==> src/rtl/tcc_pkg.sv <==
`timescale 1ns / 1ps
`default_nettype none

package tcc_pkg;

    // screen geometry
    localparam int COLUMNS    = 80;
    localparam int ROWS       = 25;
    localparam int CELL_COUNT = COLUMNS * ROWS;

    // field and address widths
    localparam int ACT_W    = 2;
    localparam int CHAR_W   = 8;
    localparam int COL_W    = 7;
    localparam int ROW_W    = 5;
    localparam int CELL_W   = 16;
    localparam int OFFSET_W = 11;
    localparam int ADDR_W   = $clog2(CELL_COUNT);
    localparam int SUM_W    = ADDR_W + 1;

    // cell contents
    localparam logic [CELL_W-1:0] BLANK_CELL = 16'h0F20;
    localparam logic [7:0]        TEXT_ATTR  = 8'h0F;

    // control characters
    localparam logic [CHAR_W-1:0] CH_BACKSPACE = 8'd8;
    localparam logic [CHAR_W-1:0] CH_TAB       = 8'd9;
    localparam logic [CHAR_W-1:0] CH_NEWLINE   = 8'd10;
    localparam logic [CHAR_W-1:0] CH_RETURN    = 8'd13;

    typedef enum logic [ACT_W-1:0] {
        ACT_PUT   = 2'd0,
        ACT_CLEAR = 2'd1,
        ACT_READ  = 2'd2
    } t_action;

    typedef enum logic {
        ALU_ADD = 1'b0,
        ALU_MAC = 1'b1
    } t_alu_op;

    typedef enum logic [2:0] {
        S_INIT,
        S_IDLE,
        S_EXEC,
        S_READ,
        S_SCR_RD,
        S_SCR_WR,
        S_CLEAR,
        S_OFFSET
    } t_state;

    typedef struct packed {
        t_alu_op           op;
        logic [ADDR_W-1:0] a;
        logic [ADDR_W-1:0] b;
    } t_alu_req;

    typedef struct packed {
        logic              we;
        logic [ADDR_W-1:0] addr;
        logic [CELL_W-1:0] wdata;
    } t_ram_req;

endpackage

`default_nettype wire

==> src/rtl/tcc_alu.sv <==
`timescale 1ns / 1ps
`default_nettype none

module tcc_alu (
    input  wire tcc_pkg::t_alu_req               i_req,
    output logic [tcc_pkg::SUM_W-1:0]            o_sum
);

    // shared address unit: plain add, or row times columns plus column
    always_comb begin
        unique case (i_req.op)
            tcc_pkg::ALU_ADD: begin
                o_sum = tcc_pkg::SUM_W'(i_req.a) + tcc_pkg::SUM_W'(i_req.b);
            end
            tcc_pkg::ALU_MAC: begin
                o_sum = (tcc_pkg::SUM_W'(i_req.a) * tcc_pkg::SUM_W'(tcc_pkg::COLUMNS))
                        + tcc_pkg::SUM_W'(i_req.b);
            end
        endcase
    end

endmodule

`default_nettype wire

==> src/rtl/tcc_seq.sv <==
`timescale 1ns / 1ps
`default_nettype none

module tcc_seq (
    input  wire logic                           i_clk,
    input  wire logic                           i_rst_n,
    input  wire logic                           i_start,
    input  wire logic [tcc_pkg::ACT_W-1:0]      i_action,
    input  wire logic [tcc_pkg::CHAR_W-1:0]     i_char_code,
    input  wire logic [tcc_pkg::ROW_W-1:0]      i_read_row,
    input  wire logic [tcc_pkg::COL_W-1:0]      i_read_column,
    input  wire logic [tcc_pkg::CELL_W-1:0]     i_ram_rdata,
    output tcc_pkg::t_ram_req                   o_ram,
    output logic                                o_busy,
    output logic                                o_valid,
    output logic [tcc_pkg::COL_W-1:0]           o_cursor_column,
    output logic [tcc_pkg::ROW_W-1:0]           o_cursor_row,
    output logic [tcc_pkg::OFFSET_W-1:0]        o_cursor_offset,
    output logic [tcc_pkg::CELL_W-1:0]          o_cell_value
);

    localparam logic [tcc_pkg::ADDR_W-1:0] LAST_ADDR =
        tcc_pkg::ADDR_W'(tcc_pkg::CELL_COUNT - 1);
    localparam logic [tcc_pkg::ADDR_W-1:0] COPY_LAST =
        tcc_pkg::ADDR_W'(tcc_pkg::CELL_COUNT - tcc_pkg::COLUMNS - 1);

    tcc_pkg::t_state                  r_state,  n_state;
    logic [tcc_pkg::COL_W-1:0]        r_col,    n_col;
    logic [tcc_pkg::ROW_W-1:0]        r_row,    n_row;
    logic [tcc_pkg::ADDR_W-1:0]       r_addr,   n_addr;
    tcc_pkg::t_action                 r_action, n_action;
    logic [tcc_pkg::CHAR_W-1:0]       r_char,   n_char;
    logic [tcc_pkg::ROW_W-1:0]        r_rrow,   n_rrow;
    logic [tcc_pkg::COL_W-1:0]        r_rcol,   n_rcol;
    logic [tcc_pkg::CELL_W-1:0]       r_cell,   n_cell;
    logic [tcc_pkg::OFFSET_W-1:0]     r_off,    n_off;
    logic                             r_valid,  n_valid;

    tcc_pkg::t_alu_req                alu_req;
    logic [tcc_pkg::SUM_W-1:0]        alu_sum;

    // put decode
    logic [tcc_pkg::COL_W-1:0]        put_col;
    logic [tcc_pkg::ROW_W-1:0]        put_row;
    logic [tcc_pkg::COL_W-1:0]        put_col_eff;
    logic                             put_we;
    logic [tcc_pkg::CELL_W-1:0]       put_data;
    logic                             put_scroll;
    logic                             read_in_range;

    tcc_alu u_alu (
        .i_req (alu_req),
        .o_sum (alu_sum)
    );

    // state and payload registers
    always_ff @(posedge i_clk) begin
        if (!i_rst_n) begin
            r_state <= tcc_pkg::S_INIT;
            r_col   <= '0;
            r_row   <= '0;
            r_addr  <= '0;
            r_valid <= 1'b0;
        end else begin
            r_state <= n_state;
            r_col   <= n_col;
            r_row   <= n_row;
            r_addr  <= n_addr;
            r_valid <= n_valid;
        end
    end

    always_ff @(posedge i_clk) begin
        r_action <= n_action;
        r_char   <= n_char;
        r_rrow   <= n_rrow;
        r_rcol   <= n_rcol;
        r_cell   <= n_cell;
        r_off    <= n_off;
    end

    // cursor movement for a put word
    always_comb begin
        put_col     = r_col;
        put_row     = r_row;
        put_col_eff = r_col;
        put_we      = 1'b0;
        put_data    = tcc_pkg::BLANK_CELL;
        unique case (r_char)
            tcc_pkg::CH_NEWLINE: begin
                put_col = '0;
                put_row = r_row + tcc_pkg::ROW_W'(1);
            end
            tcc_pkg::CH_RETURN: begin
                put_col = '0;
            end
            tcc_pkg::CH_BACKSPACE: begin
                if (r_col != '0) begin
                    put_col     = r_col - tcc_pkg::COL_W'(1);
                    put_col_eff = r_col - tcc_pkg::COL_W'(1);
                    put_we      = 1'b1;
                end
            end
            tcc_pkg::CH_TAB: begin
                put_col = (r_col + tcc_pkg::COL_W'(4)) & ~tcc_pkg::COL_W'(3);
            end
            default: begin
                put_we   = 1'b1;
                put_data = {tcc_pkg::TEXT_ATTR, r_char};
                put_col  = r_col + tcc_pkg::COL_W'(1);
            end
        endcase
        // wrap at row end
        if (put_col >= tcc_pkg::COL_W'(tcc_pkg::COLUMNS)) begin
            put_col = '0;
            put_row = put_row + tcc_pkg::ROW_W'(1);
        end
        put_scroll = (put_row >= tcc_pkg::ROW_W'(tcc_pkg::ROWS));
    end

    assign read_in_range = (r_rrow < tcc_pkg::ROW_W'(tcc_pkg::ROWS)) &&
                           (r_rcol < tcc_pkg::COL_W'(tcc_pkg::COLUMNS));

    // sequencer
    always_comb begin
        n_state  = r_state;
        n_col    = r_col;
        n_row    = r_row;
        n_addr   = r_addr;
        n_action = r_action;
        n_char   = r_char;
        n_rrow   = r_rrow;
        n_rcol   = r_rcol;
        n_cell   = r_cell;
        n_off    = r_off;
        n_valid  = 1'b0;

        alu_req.op = tcc_pkg::ALU_ADD;
        alu_req.a  = r_addr;
        alu_req.b  = tcc_pkg::ADDR_W'(1);

        o_ram.we    = 1'b0;
        o_ram.addr  = alu_sum[tcc_pkg::ADDR_W-1:0];
        o_ram.wdata = tcc_pkg::BLANK_CELL;

        unique case (r_state)
            // blank the screen after reset
            tcc_pkg::S_INIT: begin
                o_ram.we   = 1'b1;
                o_ram.addr = r_addr;
                n_addr     = alu_sum[tcc_pkg::ADDR_W-1:0];
                if (r_addr == LAST_ADDR) begin
                    n_state = tcc_pkg::S_IDLE;
                end
            end
            tcc_pkg::S_IDLE: begin
                if (i_start) begin
                    n_action = tcc_pkg::t_action'(i_action);
                    n_char   = i_char_code;
                    n_rrow   = i_read_row;
                    n_rcol   = i_read_column;
                    n_state  = tcc_pkg::S_EXEC;
                end
            end
            tcc_pkg::S_EXEC: begin
                n_cell     = '0;
                alu_req.op = tcc_pkg::ALU_MAC;
                unique case (r_action)
                    tcc_pkg::ACT_PUT: begin
                        alu_req.a   = tcc_pkg::ADDR_W'(r_row);
                        alu_req.b   = tcc_pkg::ADDR_W'(put_col_eff);
                        o_ram.we    = put_we;
                        o_ram.wdata = put_data;
                        n_col       = put_col;
                        if (put_scroll) begin
                            n_row   = tcc_pkg::ROW_W'(tcc_pkg::ROWS - 1);
                            n_addr  = '0;
                            n_state = tcc_pkg::S_SCR_RD;
                        end else begin
                            n_row   = put_row;
                            n_state = tcc_pkg::S_OFFSET;
                        end
                    end
                    tcc_pkg::ACT_CLEAR: begin
                        n_col   = '0;
                        n_row   = '0;
                        n_addr  = '0;
                        n_state = tcc_pkg::S_CLEAR;
                    end
                    tcc_pkg::ACT_READ: begin
                        alu_req.a = tcc_pkg::ADDR_W'(r_rrow);
                        alu_req.b = tcc_pkg::ADDR_W'(r_rcol);
                        n_state   = read_in_range ? tcc_pkg::S_READ : tcc_pkg::S_OFFSET;
                    end
                    default: begin
                        n_state = tcc_pkg::S_OFFSET;
                    end
                endcase
            end
            // registered read data lands here
            tcc_pkg::S_READ: begin
                n_cell  = i_ram_rdata;
                n_state = tcc_pkg::S_OFFSET;
            end
            // scroll: fetch the cell one row below
            tcc_pkg::S_SCR_RD: begin
                alu_req.b = tcc_pkg::ADDR_W'(tcc_pkg::COLUMNS);
                n_state   = tcc_pkg::S_SCR_WR;
            end
            // scroll: store it one row up
            tcc_pkg::S_SCR_WR: begin
                o_ram.we    = 1'b1;
                o_ram.addr  = r_addr;
                o_ram.wdata = i_ram_rdata;
                n_addr      = alu_sum[tcc_pkg::ADDR_W-1:0];
                n_state     = (r_addr == COPY_LAST) ? tcc_pkg::S_CLEAR : tcc_pkg::S_SCR_RD;
            end
            // blank from the current address to the end of the screen
            tcc_pkg::S_CLEAR: begin
                o_ram.we   = 1'b1;
                o_ram.addr = r_addr;
                n_addr     = alu_sum[tcc_pkg::ADDR_W-1:0];
                if (r_addr == LAST_ADDR) begin
                    n_state = tcc_pkg::S_OFFSET;
                end
            end
            // cursor offset, then present the result word
            tcc_pkg::S_OFFSET: begin
                alu_req.op = tcc_pkg::ALU_MAC;
                alu_req.a  = tcc_pkg::ADDR_W'(r_row);
                alu_req.b  = tcc_pkg::ADDR_W'(r_col);
                n_off      = alu_sum[tcc_pkg::OFFSET_W-1:0];
                n_valid    = 1'b1;
                n_state    = tcc_pkg::S_IDLE;
            end
            default: begin
                n_state = tcc_pkg::S_IDLE;
            end
        endcase
    end

    assign o_busy          = (r_state != tcc_pkg::S_IDLE);
    assign o_valid         = r_valid;
    assign o_cursor_column = r_col;
    assign o_cursor_row    = r_row;
    assign o_cursor_offset = r_off;
    assign o_cell_value    = r_cell;

endmodule

`default_nettype wire

==> config.mk <==
export PLATFORM = sky130hd
export DESIGN_NAME = tcc_seq
export DESIGN_NICKNAME = d
export VERILOG_FILES = /design/src/rtl/tcc_pkg.sv /design/src/rtl/tcc_alu.sv /design/src/rtl/tcc_seq.sv
export SDC_FILE = /design/constraint.sdc
export NUM_CORES = 1
export LEC_CHECK = 0
export ABC_CLOCK_PERIOD_IN_PS = 15100
export BUFFER_PORTS_ARGS = -buffer_cell sky130_fd_sc_hd__buf_2
export CAP_MARGIN = 20
export CORE_MARGIN = 2
export CORE_UTILIZATION = 50
export CTS_CLUSTER_DIAMETER = 150
export DETAILED_ROUTE_END_ITERATION = 10
export PLACE_DENSITY = 0.72
export SLEW_MARGIN = 0
export SYNTH_ARGS = -nofsm -noshare
export SYNTH_HDL_FRONTEND = slang
export SYNTH_HIERARCHICAL = 1
export SYNTH_SLANG_ARGS = --single-unit
==> constraint.sdc <==
create_clock -name i_clk -period 15.1 [get_ports i_clk]
set_input_delay 3.02 -clock i_clk [delete_from_list [all_inputs] [get_ports i_clk]]
set_output_delay 3.02 -clock i_clk [all_outputs]
set_load 0.01 [all_outputs]
After elaboration in Yosys (flattened, before gate mapping)
Index checks and enable logic that the tools add are counted.
W data, S select, Z words.
Storage, ports and cells
  bits of input ports: 41
  logic and storage cells: 94
  output and inout port bits: 69
  register bits: 76
Operators by class
  $mul: 1
  bitwise logic cells: 1
  order comparisons: 4
  eq/ne operators: 21
  reductions and logical operators: 15
  add/sub/neg operators: 7
  muxes and demuxes: 34
Operator list (count)
  $pmux W11 S2: 3
  $pmux W16 S2: 2
  $pmux W22 S2: 1
  $pmux W11 S3: 1
  $eq A8 B4 Y1 const B: 4
  $pmux W12 S2: 1
  $pmux W3 S8: 1
  $add A11 B11 Y11: 2
  $eq A11 B11 Y1 const B: 2
  $mux W11: 2
  $mux W7: 3
  $pmux W7 S3: 1
  $mux W8: 2
  $mux W5: 3
  $pmux W7 S2: 1
  $eq A3 B3 Y1 const B: 4
  $mux W3: 4
  $mul A11 B3 Y7 const B: 1
  $add A5 B1 Y5 const B: 2
  $pmux W5 S2: 1
  $pmux W3 S3: 1
  $add A7 B1 Y7 const B: 1
  $add A7 B3 Y7 const B: 1
  $ge A7 B7 Y1 const B: 1
  25 further kinds: 38

Longest topological paths before layout
  word-level depth: 9
  depth in mapped cells: 19
  depth with buffers taken out: 18

Modules after synthesis
Netlist, hierarchy kept.
By module, submodules not included
  tcc_seq: cells an instance 431, times used 1, area an instance 4366.7 um^2
  tcc_alu: cells an instance 136, times used 1, area an instance 1074.8 um^2

Least setup slack after synthesis
No wires, ideal clock.
  path kind: register to output
  from: register r_action[0]
  to: output o_ram[25] (netlist name)
  path slack: 8.022 ns
  arrival: 4.058 ns
  path buffers: 1
  cell stages (with the launch flop): 18
  cells stage by stage: edfxtp_1 -> inv_1 -> ha_1 -> clkbuf_1 -> o31ai_1 -> a222oi_1 -> inv_1 -> ha_1 -> ha_1 -> inv_1 -> fa_1 -> inv_1 -> ha_1 -> and3_1 -> a2111oi_4 -> xor2_1 -> a21oi_1 -> mux2_2
RTL lines
  from (decl): RTL line tcc_seq.sv:31  | tcc_pkg::t_action r_action, n_action;
  from (signal assigned): RTL line tcc_seq.sv:74  | r_action <= n_action;
  to (decl): RTL line tcc_seq.sv:13  | output tcc_pkg::t_ram_req o_ram,

==> results by group <==
Floorplan
  • Core area: 0.0103 mm2
  • Die width: 107 um
  • Rows: 37
  • Die ar.: 0.0115 mm2
  • Initial core utilization: 0.517
  • Die extent in y: approximately 110 um
  • I/O pin total: 110

Cells and area
  • Final nets: 742
  • Finished Core Util: 0.603
  • Share of post-route cells with drive strength above 1: 0.240
  • N_diodes: 0
  • P&R area growth vs syn: 16.8%

Timing
  • Maximum clock rate: about 120 MHz
  • Final critical-path share of the clock period: 0.576
  • Max-slew violation count: 0
  • Final setup violation count: 0
  • Hold WS: 543 ps
  • Slack of the critical path: 6410 ps
  • RSZ-0062 raised after global routing: false
  • Slew @ Worst Pin: 1090 ps
  • Final critical-path required period: a little under 9000 ps
  • Setup TNS: 0 ps
  • Normalized max-slew margin: 0.268
  • Hold Fails Final Rpt: 0
  • Skew final: 16.0 ps

Worst setup path
  • Crit-path leading delay family: simple AND/OR/NAND/NOR gates
  • CP endpoint kind: primary output
  • Reg-to-reg endpoint: r_addr[9]
  • Worst Path Buf+Inv: 5
  • Critical R2R Launch: r_state[0]
  • Max FO, Critical Path: 20
  • Reg2reg path depth: 19
  • Worst EP required: 12080 ps
  • CP Cell Sequence: nor2_1 -> nand2_1 -> nand2_1 -> o31ai_1 -> buf_4 -> a222oi_1 -> inv_1 -> ha_1 -> ha_1 -> inv_1 -> fa_1 -> inv_1 -> ha_1 -> nand3_1 -> nor2_1 -> a2111oi_4 -> xor2_1 -> a21oi_1 -> mux2_2 -> buf_2
  • CP Launch Type: flop
  • Worst reg2reg setup slack: 9910 ps
  • Max incr delay on CP: roughly 600 ps
  • Crit Path Class: reg2out
  • Crit path DAT: 5670 ps
  • CP max stage cell: nand2_1

Route
  • Routed wire length: 14700 um
  • DR vias: 4833
  • DR pass1 iterations: 5
  • Iter 0 DRT Violations: 323
  • Wire per inst: 18.4 um
  • Post-route ant nets: 0
  • Drt drc: 0
  • Via-to-Cell Ratio: 6.05

Clock tree
  • Root buffer cell: clkbuf_8
  • Hold-fix buffer count after cts: 0
  • Post-CTS Setup Repair Bufs: 0
  • Max clock buf depth: 2
  • Clock-pin slew on the worst setup and hold paths: 80 ps
  • H-tree depth: 3
  • Worst-skew pair later-pin latency: 370 ps
  • Num CTS Buffers: 9
  • Clock Sinks: 76
  • Post-CTS Resized: 0
  • CTS tree: built

Yosys
  • Mean area per synthesized cell: slightly below 10 um2
  • Mapped Cells: 553
  • Synth warnings: 6
  • Mapped Area: 0.00533 mm2

Min path
  • WHS Path Cells: 2
  • Endpoint, Worst Hold: o_cursor_column[6]
  • Hold_sp: o_cursor_column[6]
  • HP Class: reg2reg

GRT
  • Largest net degree at the start of global routing: 24
  • First-pass GRT wire length: 22900 um
  • Vias in the first global route: 4464
  • GRT Overall Usage: 0.254
  • Total gr overflow: 0
  • Initial antenna violation count: 0

Power
  • PwrDens: 74.0 mW/mm2
  • Final Power: 0.461 mW
  • Leakage Power: 2.69 nW
  • Worst ir drop on vdd: 0.0494 mV

Run
  • Max_cap viols: 0

Status
  • Outcome: complete, no violations

Place
  • IO Port Bufs: 109
  • Gpl congestion: 0.914
  • Place WS: 6910 ps
  • HPWL Detailed: about 11000 um
==> worst min-delay path, stage by stage, from the launching register on <==
cell and delay (ps):
dfxtp_1 370, nand2_1 80, a21oi_1 50
==> sequential cells by signal, summed over array words and instances, names as in the netlist <==
signal           count
o_cell_value        16
o_cursor_offset     11
r_addr              11
r_char               8
o_cursor_column      7
r_rcol               7
o_cursor_row         5
r_rrow               5
r_state              3
r_action             2
o_valid              1
==> layout make-up <==
class,instances,area [um2]
Tap cell,136,170
Multi-Input combinational cell,429,3130
Inverter,31,116
Sequential cell,76,2010
Timing Repair Buffer,112,576
Clock inverter,5,101
Fill cell,895,4090
Clock buffer,10,128
==> how the worst max path moves through the flow <==
stage | slack [ps] | cells after the start | to | from
after floorplan | 8080 | 17 | o_ram[25] | r_action[0]
after global placement | 7020 | 19 | o_ram[25] | r_state[0]
after detailed placement | 6910 | 19 | o_ram[25] | r_state[0]
after CTS | 6480 | 19 | o_ram[25] | r_state[0]
after global routing | 5890 | 20 | o_ram[25] | r_state[0]
final | 6410 | 20 | o_ram[25] | r_state[0]
==> metrics by stage <==
step	instances	instance area (um2)
2_1_floorplan	561	5360
3_3_place_gp	783	5990
3_5_place_dp	784	6000
4_1_cts	799	6230
5_1_grt	799	6230
6_report	799	6230
==> layout by cell type (no fill, tap or decap), types with 9 or more instances in the layout <==
master / n
and2_1: 26
and3_1: 12
clkbuf_8: 9
nor3_1: 11
nand4_1: 9
buf_2: 109
mux2_2: 13
ha_1: 39
nor2_1: 37
o21ai_0: 31
edfxtp_1: 49
inv_1: 31
dfxtp_1: 27
o211ai_1: 10
conb_1: 9
xnor2_1: 16
a21oi_1: 39
nand2_1: 36
a22o_1: 14
==> routing by layer <==
metal,wire [um],vias up,global-route usage,part of all wire
met5,0,-,0,0
met4,299,0,0.0993,0.020
met3,1090,23,0.0381,0.074
met2,6960,247,0.424,0.47
met1,6400,2289,0.331,0.43
li1,-,2274,-,-
==> power breakdown <==
part           leakage, nW  internal, mW  switching [mW]  total, mW
sequential           0.702         0.224         0.00336      0.227
combinational         1.88        0.0225          0.0259     0.0484
clock                0.110         0.108          0.0772      0.186
(Power assumes the default switching activity.)
